==> src/rtl/core/tile_id_to_quad_coords_unit_macros.svh <==
// Assertion macros for the tile id to quad coordinates unit.
// Used by the top level only; no other dependencies.
`ifndef TILE_ID_TO_QUAD_COORDS_UNIT_MACROS_SVH
`define TILE_ID_TO_QUAD_COORDS_UNIT_MACROS_SVH

// Same-cycle implication, disabled while reset is asserted.
`define TIDQ_ASSERT_IMPLY(label, clk, rst_n, ante, cons, msg) \
	label: assert property (@(posedge clk) disable iff (!rst_n) (ante) |-> (cons)) \
		else $error(msg);

// Next-cycle implication, disabled while reset is asserted.
`define TIDQ_ASSERT_NEXT(label, clk, rst_n, ante, cons, msg) \
	label: assert property (@(posedge clk) disable iff (!rst_n) (ante) |=> (cons)) \
		else $error(msg);

`endif

==> src/rtl/core/tidq_pkg.sv <==
// Shared types, widths and helpers for the tile id to quad coordinates unit.
// No dependencies; imported by every module of the block.
package tidq_pkg;

	localparam int COORD_W    = 12;
	localparam int ID_W       = 16;
	localparam int TSIZE_W    = 9;
	localparam int LEVEL_W_W  = 13;
	localparam int CNT_REG_W  = 3;
	localparam int PACK_W     = 32;
	localparam int BYTE_W     = 8;
	localparam int N_W        = 16;
	localparam int LOCAL_W    = 16;
	localparam int VB_W       = 26;
	localparam int SCR_W      = 21;
	localparam int TEX_W      = 25;
	localparam int TSEL_W     = 2;

	localparam int S_TDATA_W  = 40;
	localparam int M_TDATA_W  = 216;
	localparam int M_TUSER_W  = 2;
	localparam int CFG_IDX_W  = 3;
	localparam int CFG_DATA_W = 32;

	// Power of two so the pointers wrap on their own.
	localparam int QUEUE_DEPTH = 4;
	localparam int QPTR_W      = $clog2(QUEUE_DEPTH);
	localparam int QCNT_W      = $clog2(QUEUE_DEPTH + 1);

	localparam int DIV_BITS    = 4;
	localparam int DIV_STAGES  = LOCAL_W / DIV_BITS;

	localparam int TIDQ_MAX_TILESETS  = 4;
	localparam int TIDQ_MAX_LEVEL_DIM = 4096;

	localparam logic [TSIZE_W-1:0]   RST_TILE_WIDTH  = 9'd16;
	localparam logic [TSIZE_W-1:0]   RST_TILE_HEIGHT = 9'd16;
	localparam logic [LEVEL_W_W-1:0] RST_LEVEL_WIDTH = 13'd64;
	localparam logic [CNT_REG_W-1:0] RST_TS_COUNT    = 3'd1;
	localparam logic [PACK_W-1:0]    RST_TS_COLUMNS  = 32'd1;
	localparam logic [PACK_W-1:0]    RST_TS_ROWS     = 32'd1;

	typedef enum logic [CFG_IDX_W-1:0] {
		REG_TILE_WIDTH  = 3'd0,
		REG_TILE_HEIGHT = 3'd1,
		REG_LEVEL_WIDTH = 3'd2,
		REG_TS_COUNT    = 3'd3,
		REG_TS_COLUMNS  = 3'd4,
		REG_TS_ROWS     = 3'd5
	} reg_idx_t;

	typedef struct packed {
		logic [TSIZE_W-1:0]   tile_width;
		logic [TSIZE_W-1:0]   tile_height;
		logic [LEVEL_W_W-1:0] level_width;
		logic [CNT_REG_W-1:0] tileset_count;
		logic [PACK_W-1:0]    tileset_columns;
		logic [PACK_W-1:0]    tileset_rows;
	} cfg_t;

	// One classified cell, handed from the front to the back.
	typedef struct packed {
		logic               drawn;
		logic               oor;
		logic [TSEL_W-1:0]  tsel;
		logic [LOCAL_W-1:0] local_idx;
		logic [BYTE_W-1:0]  cols;
		logic [VB_W-1:0]    vertex;
		logic [SCR_W-1:0]   scr_left;
		logic [SCR_W-1:0]   scr_top;
		logic [SCR_W-1:0]   scr_right;
		logic [SCR_W-1:0]   scr_bottom;
	} qitem_t;

	typedef struct packed {
		logic              full;
		logic              empty;
		logic [QCNT_W-1:0] count;
	} q_stat_t;

	// Byte idx of a packed register; bytes past the fourth read as zero.
	function automatic logic [BYTE_W-1:0] packed_byte(logic [PACK_W-1:0] r, int idx);
		logic [PACK_W-1:0] sh;
		sh = (idx < PACK_W / BYTE_W) ? (r >> (BYTE_W * idx)) : '0;
		return sh[BYTE_W-1:0];
	endfunction

endpackage

==> src/rtl/core/tile_id_to_quad_coords_unit.sv <==
// Top level of the tile id to quad coordinates unit: configuration registers,
// front, queue and back. Depends on tidq_pkg, tidq_front, tidq_queue, tidq_back.
//
// channel  | dir | handshake          | payload
// ---------+-----+--------------------+---------------------------------------
// s_*      | in  | s_tvalid/s_tready  | s_tdata: cell_x, cell_y, tile_id
// m_*      | out | m_tvalid/m_tready  | m_tdata: quad fields, m_tuser: flags
// cfg_*    | in  | cfg_we             | cfg_idx, cfg_wdata
//
// One cell per clock sustained while the output is not stalled; from an input
// transaction to the earliest output transaction a cell passes two front stages,
// the queue, four divider stages (four quotient bits each), a multiply stage and
// the output register.
// Reset clears the handshake state and loads the default configuration.
// A stalled output holds the back end; the four-entry queue keeps the front
// accepting until it fills.
`include "tile_id_to_quad_coords_unit_macros.svh"

module tile_id_to_quad_coords_unit import tidq_pkg::*; #(
	parameter int MAX_TILESETS  = TIDQ_MAX_TILESETS,
	parameter int MAX_LEVEL_DIM = TIDQ_MAX_LEVEL_DIM
) (
	input  logic                  clk,
	input  logic                  arst_n,
	input  logic                  s_tvalid,
	output logic                  s_tready,
	// cell_x [11:0], cell_y [23:12], tile_id [39:24]
	input  logic [S_TDATA_W-1:0]  s_tdata,
	output logic                  m_tvalid,
	input  logic                  m_tready,
	// tileset_index [1:0], vertex_base [27:2], screen_left [48:28],
	// screen_top [69:49], screen_right [90:70], screen_bottom [111:91],
	// texture_left [136:112], texture_top [161:137],
	// texture_right [186:162], texture_bottom [211:187]
	output logic [M_TDATA_W-1:0]  m_tdata,
	// drawn [0], out_of_range [1]
	output logic [M_TUSER_W-1:0]  m_tuser,
	input  logic                  cfg_we,
	input  logic [CFG_IDX_W-1:0]  cfg_idx,
	input  logic [CFG_DATA_W-1:0] cfg_wdata
);

	cfg_t    cfg_q;
	logic    q_push, q_pop;
	qitem_t  q_in, q_out;
	q_stat_t q_stat;

	always_ff @(posedge clk or negedge arst_n) begin
		if (!arst_n) begin
			cfg_q.tile_width      <= RST_TILE_WIDTH;
			cfg_q.tile_height     <= RST_TILE_HEIGHT;
			cfg_q.level_width     <= RST_LEVEL_WIDTH;
			cfg_q.tileset_count   <= RST_TS_COUNT;
			cfg_q.tileset_columns <= RST_TS_COLUMNS;
			cfg_q.tileset_rows    <= RST_TS_ROWS;
		end else if (cfg_we) begin
			case (cfg_idx)
				REG_TILE_WIDTH:  cfg_q.tile_width      <= cfg_wdata[TSIZE_W-1:0];
				REG_TILE_HEIGHT: cfg_q.tile_height     <= cfg_wdata[TSIZE_W-1:0];
				REG_LEVEL_WIDTH: cfg_q.level_width     <= cfg_wdata[LEVEL_W_W-1:0];
				REG_TS_COUNT:    cfg_q.tileset_count   <= cfg_wdata[CNT_REG_W-1:0];
				REG_TS_COLUMNS:  cfg_q.tileset_columns <= cfg_wdata[PACK_W-1:0];
				REG_TS_ROWS:     cfg_q.tileset_rows    <= cfg_wdata[PACK_W-1:0];
				default: ;
			endcase
		end
	end

	tidq_front #(
		.MAX_TILESETS  (MAX_TILESETS),
		.MAX_LEVEL_DIM (MAX_LEVEL_DIM)
	) u_front (
		.clk      (clk),
		.arst_n   (arst_n),
		.cfg      (cfg_q),
		.s_tvalid (s_tvalid),
		.s_tready (s_tready),
		.s_tdata  (s_tdata),
		.q_full   (q_stat.full),
		.q_push   (q_push),
		.q_item   (q_in)
	);

	tidq_queue u_queue (
		.clk       (clk),
		.arst_n    (arst_n),
		.push      (q_push),
		.push_item (q_in),
		.pop       (q_pop),
		.pop_item  (q_out),
		.stat      (q_stat)
	);

	tidq_back u_back (
		.clk      (clk),
		.arst_n   (arst_n),
		.cfg      (cfg_q),
		.q_valid  (!q_stat.empty),
		.q_item   (q_out),
		.q_pop    (q_pop),
		.m_tvalid (m_tvalid),
		.m_tready (m_tready),
		.m_tdata  (m_tdata),
		.m_tuser  (m_tuser)
	);

	`TIDQ_ASSERT_IMPLY(a_empty_cell_zero, clk, arst_n, m_tvalid && !m_tuser[0], m_tdata == '0 && !m_tuser[1], "empty cell result carries nonzero fields")
	`TIDQ_ASSERT_IMPLY(a_oor_needs_drawn, clk, arst_n, m_tvalid && m_tuser[1], m_tuser[0], "out_of_range set on an empty cell")
	`TIDQ_ASSERT_IMPLY(a_queue_bound, clk, arst_n, 1'b1, q_stat.count <= QCNT_W'(QUEUE_DEPTH) && !(q_pop && q_stat.empty), "queue overflow or pop from empty")
	`TIDQ_ASSERT_NEXT(a_queue_fill, clk, arst_n, q_push && q_stat.empty, !q_stat.empty, "pushed entry lost from empty queue")

endmodule

==> src/rtl/core/tidq_front.sv <==
// Front end: accepts cells, finds the tileset and local index, screen rect.
// Depends on tidq_pkg; feeds tidq_queue.
module tidq_front import tidq_pkg::*; #(
	parameter int MAX_TILESETS  = TIDQ_MAX_TILESETS,
	parameter int MAX_LEVEL_DIM = TIDQ_MAX_LEVEL_DIM
) (
	input  logic                 clk,
	input  logic                 arst_n,
	input  cfg_t                 cfg,
	input  logic                 s_tvalid,
	output logic                 s_tready,
	input  logic [S_TDATA_W-1:0] s_tdata,
	input  logic                 q_full,
	output logic                 q_push,
	output qitem_t               q_item
);

	localparam int ACC_W   = N_W + $clog2(MAX_TILESETS);
	localparam int CNT_W   = $clog2(MAX_TILESETS + 1);
	localparam int SEL_W   = (MAX_TILESETS > 1) ? $clog2(MAX_TILESETS) : 1;
	localparam int LW_FULL = $clog2(MAX_LEVEL_DIM + 1);
	localparam int LW_W    = (LW_FULL < LEVEL_W_W) ? LW_FULL : LEVEL_W_W;
	localparam int YLW_W   = COORD_W + LW_W;

	logic                 adv;
	logic [COORD_W-1:0]   x_in, y_in;
	logic [ID_W-1:0]      id_in;
	logic [LW_W-1:0]      lw_sat;

	logic                 v_s1;
	logic [COORD_W-1:0]   x_s1, y_s1;
	logic [ID_W-1:0]      id_s1;
	logic [N_W-1:0]       n_s1 [MAX_TILESETS];
	logic [SCR_W-1:0]     xtw_s1, yth_s1;
	logic [YLW_W-1:0]     ylw_s1;

	logic                 v_s2;
	qitem_t               item_s2;
	qitem_t               item_d;

	logic [CNT_W-1:0]     cnt;
	logic [ACC_W-1:0]     acc;
	logic [ACC_W:0]       upper;
	logic [ACC_W:0]       loc_wide;
	logic [SEL_W-1:0]     sel;
	logic [BYTE_W-1:0]    cols;
	logic                 found;
	logic [VB_W-1:0]      vsum;

	assign x_in  = s_tdata[COORD_W-1:0];
	assign y_in  = s_tdata[2*COORD_W-1:COORD_W];
	assign id_in = s_tdata[2*COORD_W+ID_W-1:2*COORD_W];

	assign adv      = !v_s2 || !q_full;
	assign s_tready = adv;
	assign q_push   = v_s2 && !q_full;
	assign q_item   = item_s2;

	always_comb begin
		if (17'(cfg.level_width) > 17'(MAX_LEVEL_DIM))
			lw_sat = LW_W'(MAX_LEVEL_DIM);
		else
			lw_sat = LW_W'(cfg.level_width);
	end

	always_ff @(posedge clk or negedge arst_n) begin
		if (!arst_n) begin
			v_s1 <= 1'b0;
			v_s2 <= 1'b0;
		end else if (adv) begin
			v_s1 <= s_tvalid;
			v_s2 <= v_s1;
		end
	end

	always_ff @(posedge clk) begin
		if (adv) begin
			x_s1   <= x_in;
			y_s1   <= y_in;
			id_s1  <= id_in;
			xtw_s1 <= SCR_W'(x_in) * SCR_W'(cfg.tile_width);
			yth_s1 <= SCR_W'(y_in) * SCR_W'(cfg.tile_height);
			ylw_s1 <= YLW_W'(y_in) * YLW_W'(lw_sat);
			for (int i = 0; i < MAX_TILESETS; i++)
				n_s1[i] <= N_W'(packed_byte(cfg.tileset_columns, i)) *
					N_W'(packed_byte(cfg.tileset_rows, i));
			item_s2 <= item_d;
		end
	end

	// Walk the tilesets in order; stop at the first whose range holds the id.
	always_comb begin
		if (cfg.tileset_count == '0)
			cnt = CNT_W'(1);
		else if (4'(cfg.tileset_count) > 4'(MAX_TILESETS))
			cnt = CNT_W'(MAX_TILESETS);
		else
			cnt = CNT_W'(cfg.tileset_count);

		found = 1'b0;
		acc   = '0;
		sel   = '0;
		cols  = '0;
		upper = '0;
		for (int i = 0; i < MAX_TILESETS; i++) begin
			if (!found && (CNT_W'(i) < cnt)) begin
				sel   = SEL_W'(i);
				cols  = packed_byte(cfg.tileset_columns, i);
				upper = (ACC_W+1)'(acc) + (ACC_W+1)'(n_s1[i]);
				if ((ACC_W+1)'(id_s1) <= upper)
					found = 1'b1;
				else
					acc = upper[ACC_W-1:0];
			end
		end
		if (cols == '0)
			cols = BYTE_W'(1);

		loc_wide = (ACC_W+1)'(id_s1) - (ACC_W+1)'(acc) - (ACC_W+1)'(1);
		vsum     = VB_W'(ylw_s1) + VB_W'(x_s1);

		item_d.drawn      = (id_s1 != '0);
		item_d.oor        = !found;
		item_d.tsel       = TSEL_W'(sel);
		item_d.local_idx  = loc_wide[LOCAL_W-1:0];
		item_d.cols       = cols;
		item_d.vertex     = vsum << 2;
		item_d.scr_left   = xtw_s1;
		item_d.scr_top    = yth_s1;
		item_d.scr_right  = xtw_s1 + SCR_W'(cfg.tile_width);
		item_d.scr_bottom = yth_s1 + SCR_W'(cfg.tile_height);
	end

endmodule

==> src/rtl/core/tidq_queue.sv <==
// Short queue between front and back so each side stalls on its own.
// Depends on tidq_pkg for the item type and depth.
module tidq_queue import tidq_pkg::*; (
	input  logic    clk,
	input  logic    arst_n,
	input  logic    push,
	input  qitem_t  push_item,
	input  logic    pop,
	output qitem_t  pop_item,
	output q_stat_t stat
);

	qitem_t            mem_q [QUEUE_DEPTH];
	logic [QPTR_W-1:0] wr_ptr_q, rd_ptr_q;
	logic [QCNT_W-1:0] cnt_q;

	assign pop_item   = mem_q[rd_ptr_q];
	assign stat.full  = (cnt_q == QCNT_W'(QUEUE_DEPTH));
	assign stat.empty = (cnt_q == '0);
	assign stat.count = cnt_q;

	always_ff @(posedge clk) begin
		if (push)
			mem_q[wr_ptr_q] <= push_item;
	end

	always_ff @(posedge clk or negedge arst_n) begin
		if (!arst_n) begin
			wr_ptr_q <= '0;
			rd_ptr_q <= '0;
			cnt_q    <= '0;
		end else begin
			if (push)
				wr_ptr_q <= wr_ptr_q + QPTR_W'(1);
			if (pop)
				rd_ptr_q <= rd_ptr_q + QPTR_W'(1);
			case ({push, pop})
				2'b10:   cnt_q <= cnt_q + QCNT_W'(1);
				2'b01:   cnt_q <= cnt_q - QCNT_W'(1);
				default: cnt_q <= cnt_q;
			endcase
		end
	end

endmodule

==> src/rtl/core/tidq_back.sv <==
// Back end: splits the local index by the column count (pipelined divider),
// scales to texture coordinates and holds the result. Depends on tidq_pkg.
module tidq_back import tidq_pkg::*; (
	input  logic                 clk,
	input  logic                 arst_n,
	input  cfg_t                 cfg,
	input  logic                 q_valid,
	input  qitem_t               q_item,
	output logic                 q_pop,
	output logic                 m_tvalid,
	input  logic                 m_tready,
	output logic [M_TDATA_W-1:0] m_tdata,
	output logic [M_TUSER_W-1:0] m_tuser
);

	typedef struct packed {
		qitem_t             item;
		logic [BYTE_W-1:0]  rem;
		logic [LOCAL_W-1:0] quo;
	} div_t;

	logic                 adv;
	div_t                 entry;
	logic                 dv_s [DIV_STAGES];
	div_t                 dd_s [DIV_STAGES];
	logic                 mv_s;
	qitem_t               mitem_s;
	logic [TEX_W-1:0]     tl_s, tt_s;
	logic                 out_v_q;
	logic [M_TDATA_W-1:0] tdata_q, tdata_d;
	logic [M_TUSER_W-1:0] tuser_q, tuser_d;
	logic [TEX_W-1:0]     tr, tb;

	// Restoring division, DIV_BITS quotient bits per stage.
	function automatic div_t div_step(div_t a);
		div_t            r;
		logic [BYTE_W:0] t;
		r = a;
		for (int b = 0; b < DIV_BITS; b++) begin
			t = {r.rem, r.quo[LOCAL_W-1]};
			if (t >= {1'b0, r.item.cols}) begin
				r.rem = BYTE_W'(t - {1'b0, r.item.cols});
				r.quo = {r.quo[LOCAL_W-2:0], 1'b1};
			end else begin
				r.rem = t[BYTE_W-1:0];
				r.quo = {r.quo[LOCAL_W-2:0], 1'b0};
			end
		end
		return r;
	endfunction

	assign adv      = !out_v_q || m_tready;
	assign q_pop    = adv && q_valid;
	assign m_tvalid = out_v_q;
	assign m_tdata  = tdata_q;
	assign m_tuser  = tuser_q;

	always_comb begin
		entry.item = q_item;
		entry.rem  = '0;
		entry.quo  = q_item.local_idx;
	end

	always_ff @(posedge clk or negedge arst_n) begin
		if (!arst_n) begin
			for (int k = 0; k < DIV_STAGES; k++)
				dv_s[k] <= 1'b0;
			mv_s    <= 1'b0;
			out_v_q <= 1'b0;
		end else if (adv) begin
			dv_s[0] <= q_valid;
			for (int k = 1; k < DIV_STAGES; k++)
				dv_s[k] <= dv_s[k-1];
			mv_s    <= dv_s[DIV_STAGES-1];
			out_v_q <= mv_s;
		end
	end

	always_ff @(posedge clk) begin
		if (adv) begin
			dd_s[0] <= div_step(entry);
			for (int k = 1; k < DIV_STAGES; k++)
				dd_s[k] <= div_step(dd_s[k-1]);
			mitem_s <= dd_s[DIV_STAGES-1].item;
			tl_s    <= TEX_W'(dd_s[DIV_STAGES-1].rem) * TEX_W'(cfg.tile_width);
			tt_s    <= TEX_W'(dd_s[DIV_STAGES-1].quo) * TEX_W'(cfg.tile_height);
			tdata_q <= tdata_d;
			tuser_q <= tuser_d;
		end
	end

	// Empty cells leave every field at zero.
	always_comb begin
		tr = tl_s + TEX_W'(cfg.tile_width);
		tb = tt_s + TEX_W'(cfg.tile_height);
		if (mitem_s.drawn) begin
			tdata_d = {4'b0, tb, tr, tt_s, tl_s,
				mitem_s.scr_bottom, mitem_s.scr_right, mitem_s.scr_top,
				mitem_s.scr_left, mitem_s.vertex, mitem_s.tsel};
			tuser_d = {mitem_s.oor, 1'b1};
		end else begin
			tdata_d = '0;
			tuser_d = '0;
		end
	end

endmodule

==> config.mk <==
export PLATFORM = sky130hd
export DESIGN_NAME = tile_id_to_quad_coords_unit
export DESIGN_NICKNAME = d
export VERILOG_FILES = /design/src/rtl/core/tidq_pkg.sv /design/src/rtl/core/tile_id_to_quad_coords_unit.sv /design/src/rtl/core/tidq_front.sv /design/src/rtl/core/tidq_queue.sv /design/src/rtl/core/tidq_back.sv
export VERILOG_INCLUDE_DIRS = /design/src /design/src/rtl/core
export SDC_FILE = /design/constraint.sdc
export NUM_CORES = 2
export LEC_CHECK = 0
export ABC_AREA = 1
export BUFFER_PORTS_ARGS = -buffer_cell sky130_fd_sc_hd__buf_2
export CAP_MARGIN = 20
export CORE_MARGIN = 1
export CORE_UTILIZATION = 60
export DETAILED_ROUTE_END_ITERATION = 16
export PLACE_DENSITY = 0.87
export SYNTH_ARGS = -nofsm -noshare
export SYNTH_HDL_FRONTEND = slang
export SYNTH_SLANG_ARGS = --single-unit
==> constraint.sdc <==
create_clock -name clk -period 31.5 [get_ports clk]
set_input_delay 3.15 -clock clk [delete_from_list [all_inputs] [get_ports clk]]
set_output_delay 3.15 -clock clk [all_outputs]
set_load 0.01 [all_outputs]
==> run summary <==
status -> finished clean
first-pass GRT wire length -> 370000 um
critical path launch point type -> register
post-DR wirelength/cell -> 20.1 um
hold crit path type -> reg -> reg
clock slew at reported path FFs -> 0.06 ns
CTS Hold Buffers Added -> 0
DR iter-0 viols -> 6145
Fmax -> 60.4 MHz
Top FF cell, synth -> edfxtp_1
EDFF count, synth -> 1757
WP data arrival -> 17.16 ns
slowest cell on the critical path -> edfxtp_1
detailed-router iteration count before antenna repair -> 10
Initial Util -> 0.606
Syn Area/Cell -> 11.2 um^2
Worst path max stage delay -> 0.55 ns
final net count -> 10700
Slew Viols, Final -> 0
vias in the first global route -> 68500
Post-route DRC -> 0
yosys warns -> 0
layout cells sized above 1 -> 0.0803
PortBufs -> 278
placement row count -> 151
post-DP HPWL -> 160000 um
Slew headroom -> 0.190
fin crit share -> 0.525
WP data required -> 32.10 ns
routability cong. -> 0.936
largest net degree at the start of global routing -> 226
GRT Util Overall -> 0.275
CP Capture Type -> register
initial antenna violation count -> 22
post-CTS resize count -> 0
via count -> 66600
Period minus WS final -> 16.55 ns
H-tree Lvls -> 4
# IOs -> 300
WS Path Type -> reg -> reg
number of synthesized register bits -> 1870
unrepaired setup endpoints after global routing -> false
clk buf depth -> 3
Setup TNS -> 0 ns
Synth Cell Area -> 103000 um^2
Max FO, Critical Path -> 29
number of unique standard cell types used by synthesis -> 73
pre-CTS WS -> 15.04 ns
Max Cap Viol -> 0
worst skew pair latency -> 0.88 ns
clock root cell -> clkbuf_16
asr flop ratio synth -> 0.0604
Post-CTS Setup Bufs -> 0
Syn-to-layout area delta -> 9.40%
Die ar. -> 173000 um^2
die height -> 416 um
Die Wd -> 416 um
CTS tree -> yes
CTS buffer count -> 187
core area -> 170000 um^2
most frequent cell on the critical path -> nand2_1
final hold violation count -> 0
Final setup viols -> 0
post-route antenna net violation count -> 0
Min Hold Slack -> 0.406 ns
Via density -> 5.68
sequential area share after synthesis -> 0.541
final worst slack -> 14.95 ns
Worst-Margin Slew -> 1.21 ns
Mapped Cells -> 9138
Worst Clk Skew -> 0.0926 ns
CTS sink cnt -> 1870
total gr overflow -> 0
Total Routed Length -> 236000 um
layout by cell type (no fill, tap or decap), types with 19 or more instances in the layout:
master     netlist  routed
xor2_1         198     198
dfrtp_1        107     105
a21oi_1        348     348
bufinv_16        0      19
buf_2           12     277
a21o_1          25      25
nand4_1         37      37
buf_4           29      50
clkinv_2         1      40
clkbuf_1       273      28
edfxtp_1      1757    1757
nor2_1         525     521
o21ai_0        513     513
o21ai_1         66      66
clkbuf_16        0     189
inv_1         1551    1550
conb_1           1      21
ha_1           671     671
nand3_1        133     133
o22ai_1        125     125
nor3_1          27      27
nand2_1       1738    1736
fa_1           561     561
xnor2_1        128     128
o21bai_1        33      33
clkinv_1         9      39
worst max-delay path: cells and delay by family (launching register included):
kind | cells | cell delay, ns
xor gates and xnor gates | 4 | 0.66
and+or+nand+nor | 42 | 5.52
muxes | 1 | 0.16
adders and majority gates | 12 | 4.02
AOI/OAI and AO/OA | 23 | 4.68
buffers and inverters | 3 | 0.62
DFF | 1 | 0.55
state kept, by name, summed over array words and instances, names as in the netlist, 2 cells and up:
| name | count |
|---|---|
| u_back.m_tuser | 2 |
| u_front.xtw_s1 | 21 |
| u_front.n_s1 | 64 |
| u_back.dv_s | 4 |
| u_front.id_s1 | 16 |
| u_queue.cnt_q | 3 |
| u_back.dd_s | 568 |
| u_back.tt_s | 25 |
| u_front.x_s1 | 12 |
| u_back.tl_s | 17 |
| u_back.m_tdata | 195 |
| u_queue.rd_ptr_q | 2 |
| u_front.yth_s1 | 21 |
| u_front.q_item | 136 |
| cfg_q | 98 |
| u_queue.wr_ptr_q | 2 |
| u_front.ylw_s1 | 24 |
| u_back.mitem_s | 112 |
| u_queue.mem_q | 544 |
cell type report:
class | count | area [um^2]
repair buffers | 330 | 1820
flip-flops and latches | 1870 | 55600
well taps | 2218 | 2780
diodes | 16 | 40.0
clock inverters | 130 | 1490
clock buffers | 220 | 4880
fillers | 11700 | 57200
inverters | 1582 | 5970
multi-input cells | 5370 | 39900
stage by stage:
stage	std cells	area, um^2	util
after global routing	11700	112000	0.663
after CTS	11700	112000	0.663
after detailed placement	11400	106000	0.625
after global placement	11400	106000	0.625
final	11700	112000	0.663
after floorplan	9158	103000	-
per-layer routing:
| metal | wire [um] | track usage | vias up |
|---|---|---|---|
| li1 | - | - | 30400 |
| met1 | 90700 | 0.343 | 32400 |
| met2 | 116000 | 0.466 | 3071 |
| met3 | 17300 | 0.0446 | 737 |
| met4 | 12500 | 0.140 | 6 |
| met5 | 45 | 0 | - |
synth_stat cells, drive strengths merged, types with 7 or more instances:
cell | count | area (um^2)
nand2 | 1762 | 6720
edfxtp | 1757 | 52800
inv | 1572 | 5920
ha | 671 | 8400
o21ai | 594 | 3030
fa | 561 | 11200
nor2 | 534 | 2050
a21oi | 364 | 1910
clkbuf | 273 | 1020
xor2 | 198 | 1730
nand3 | 143 | 788
xnor2 | 128 | 1120
o22ai | 125 | 782
dfrtp | 107 | 2680
buf | 63 | 440
nand4 | 38 | 244
o21bai | 33 | 248
nor3 | 32 | 185
a21o | 25 | 188
a211oi | 18 | 145
or2 | 16 | 100
nor4 | 13 | 81.3
a31oi | 11 | 75.1
a21boi | 10 | 75.1
clkinv | 10 | 38.8
mux2i | 10 | 100
o211ai | 9 | 95.1
nand3b | 8 | 60.1
o2111ai | 8 | 70.1
o31ai | 8 | 60.1
o21a | 7 | 52.6
final timing paths:
check	start	end	slack, ns	cells after the start
worst max-delay path	u_front.id_s1[15]	u_front.q_item[132]	14.95	85
worst min-delay path	u_back.dd_s[0][124]	u_back.dd_s[1][124]	0.41	0
worst max register to register	u_front.id_s1[15]	u_front.q_item[132]	14.95	85
worst min register to register	u_back.dd_s[0][124]	u_back.dd_s[1][124]	0.41	0
max in group asynchronous	arst_n	u_queue.rd_ptr_q[0]	27.70	2
min in group asynchronous	arst_n	cfg_q[65]	2.38	1
logic make-up after synthesis:
| kind of cell | count (synthesis) | share of synthesized area |
|---|---|---|
| compound gates | 1225 | 0.0668 |
| xor+xnor | 326 | 0.0278 |
| fa+ha+maj | 1232 | 0.191 |
| buf+inv | 1918 | 0.0723 |
| flops | 1870 | 0.541 |
| mux | 11 | 0.00108 |
| other cells | 1 | 0.0000365 |
| simple gates | 2555 | 0.100 |
Power is left out: the tool's default activity adds up to more than one toggle a clock period on the data nets, which glitch-free logic cannot reach.
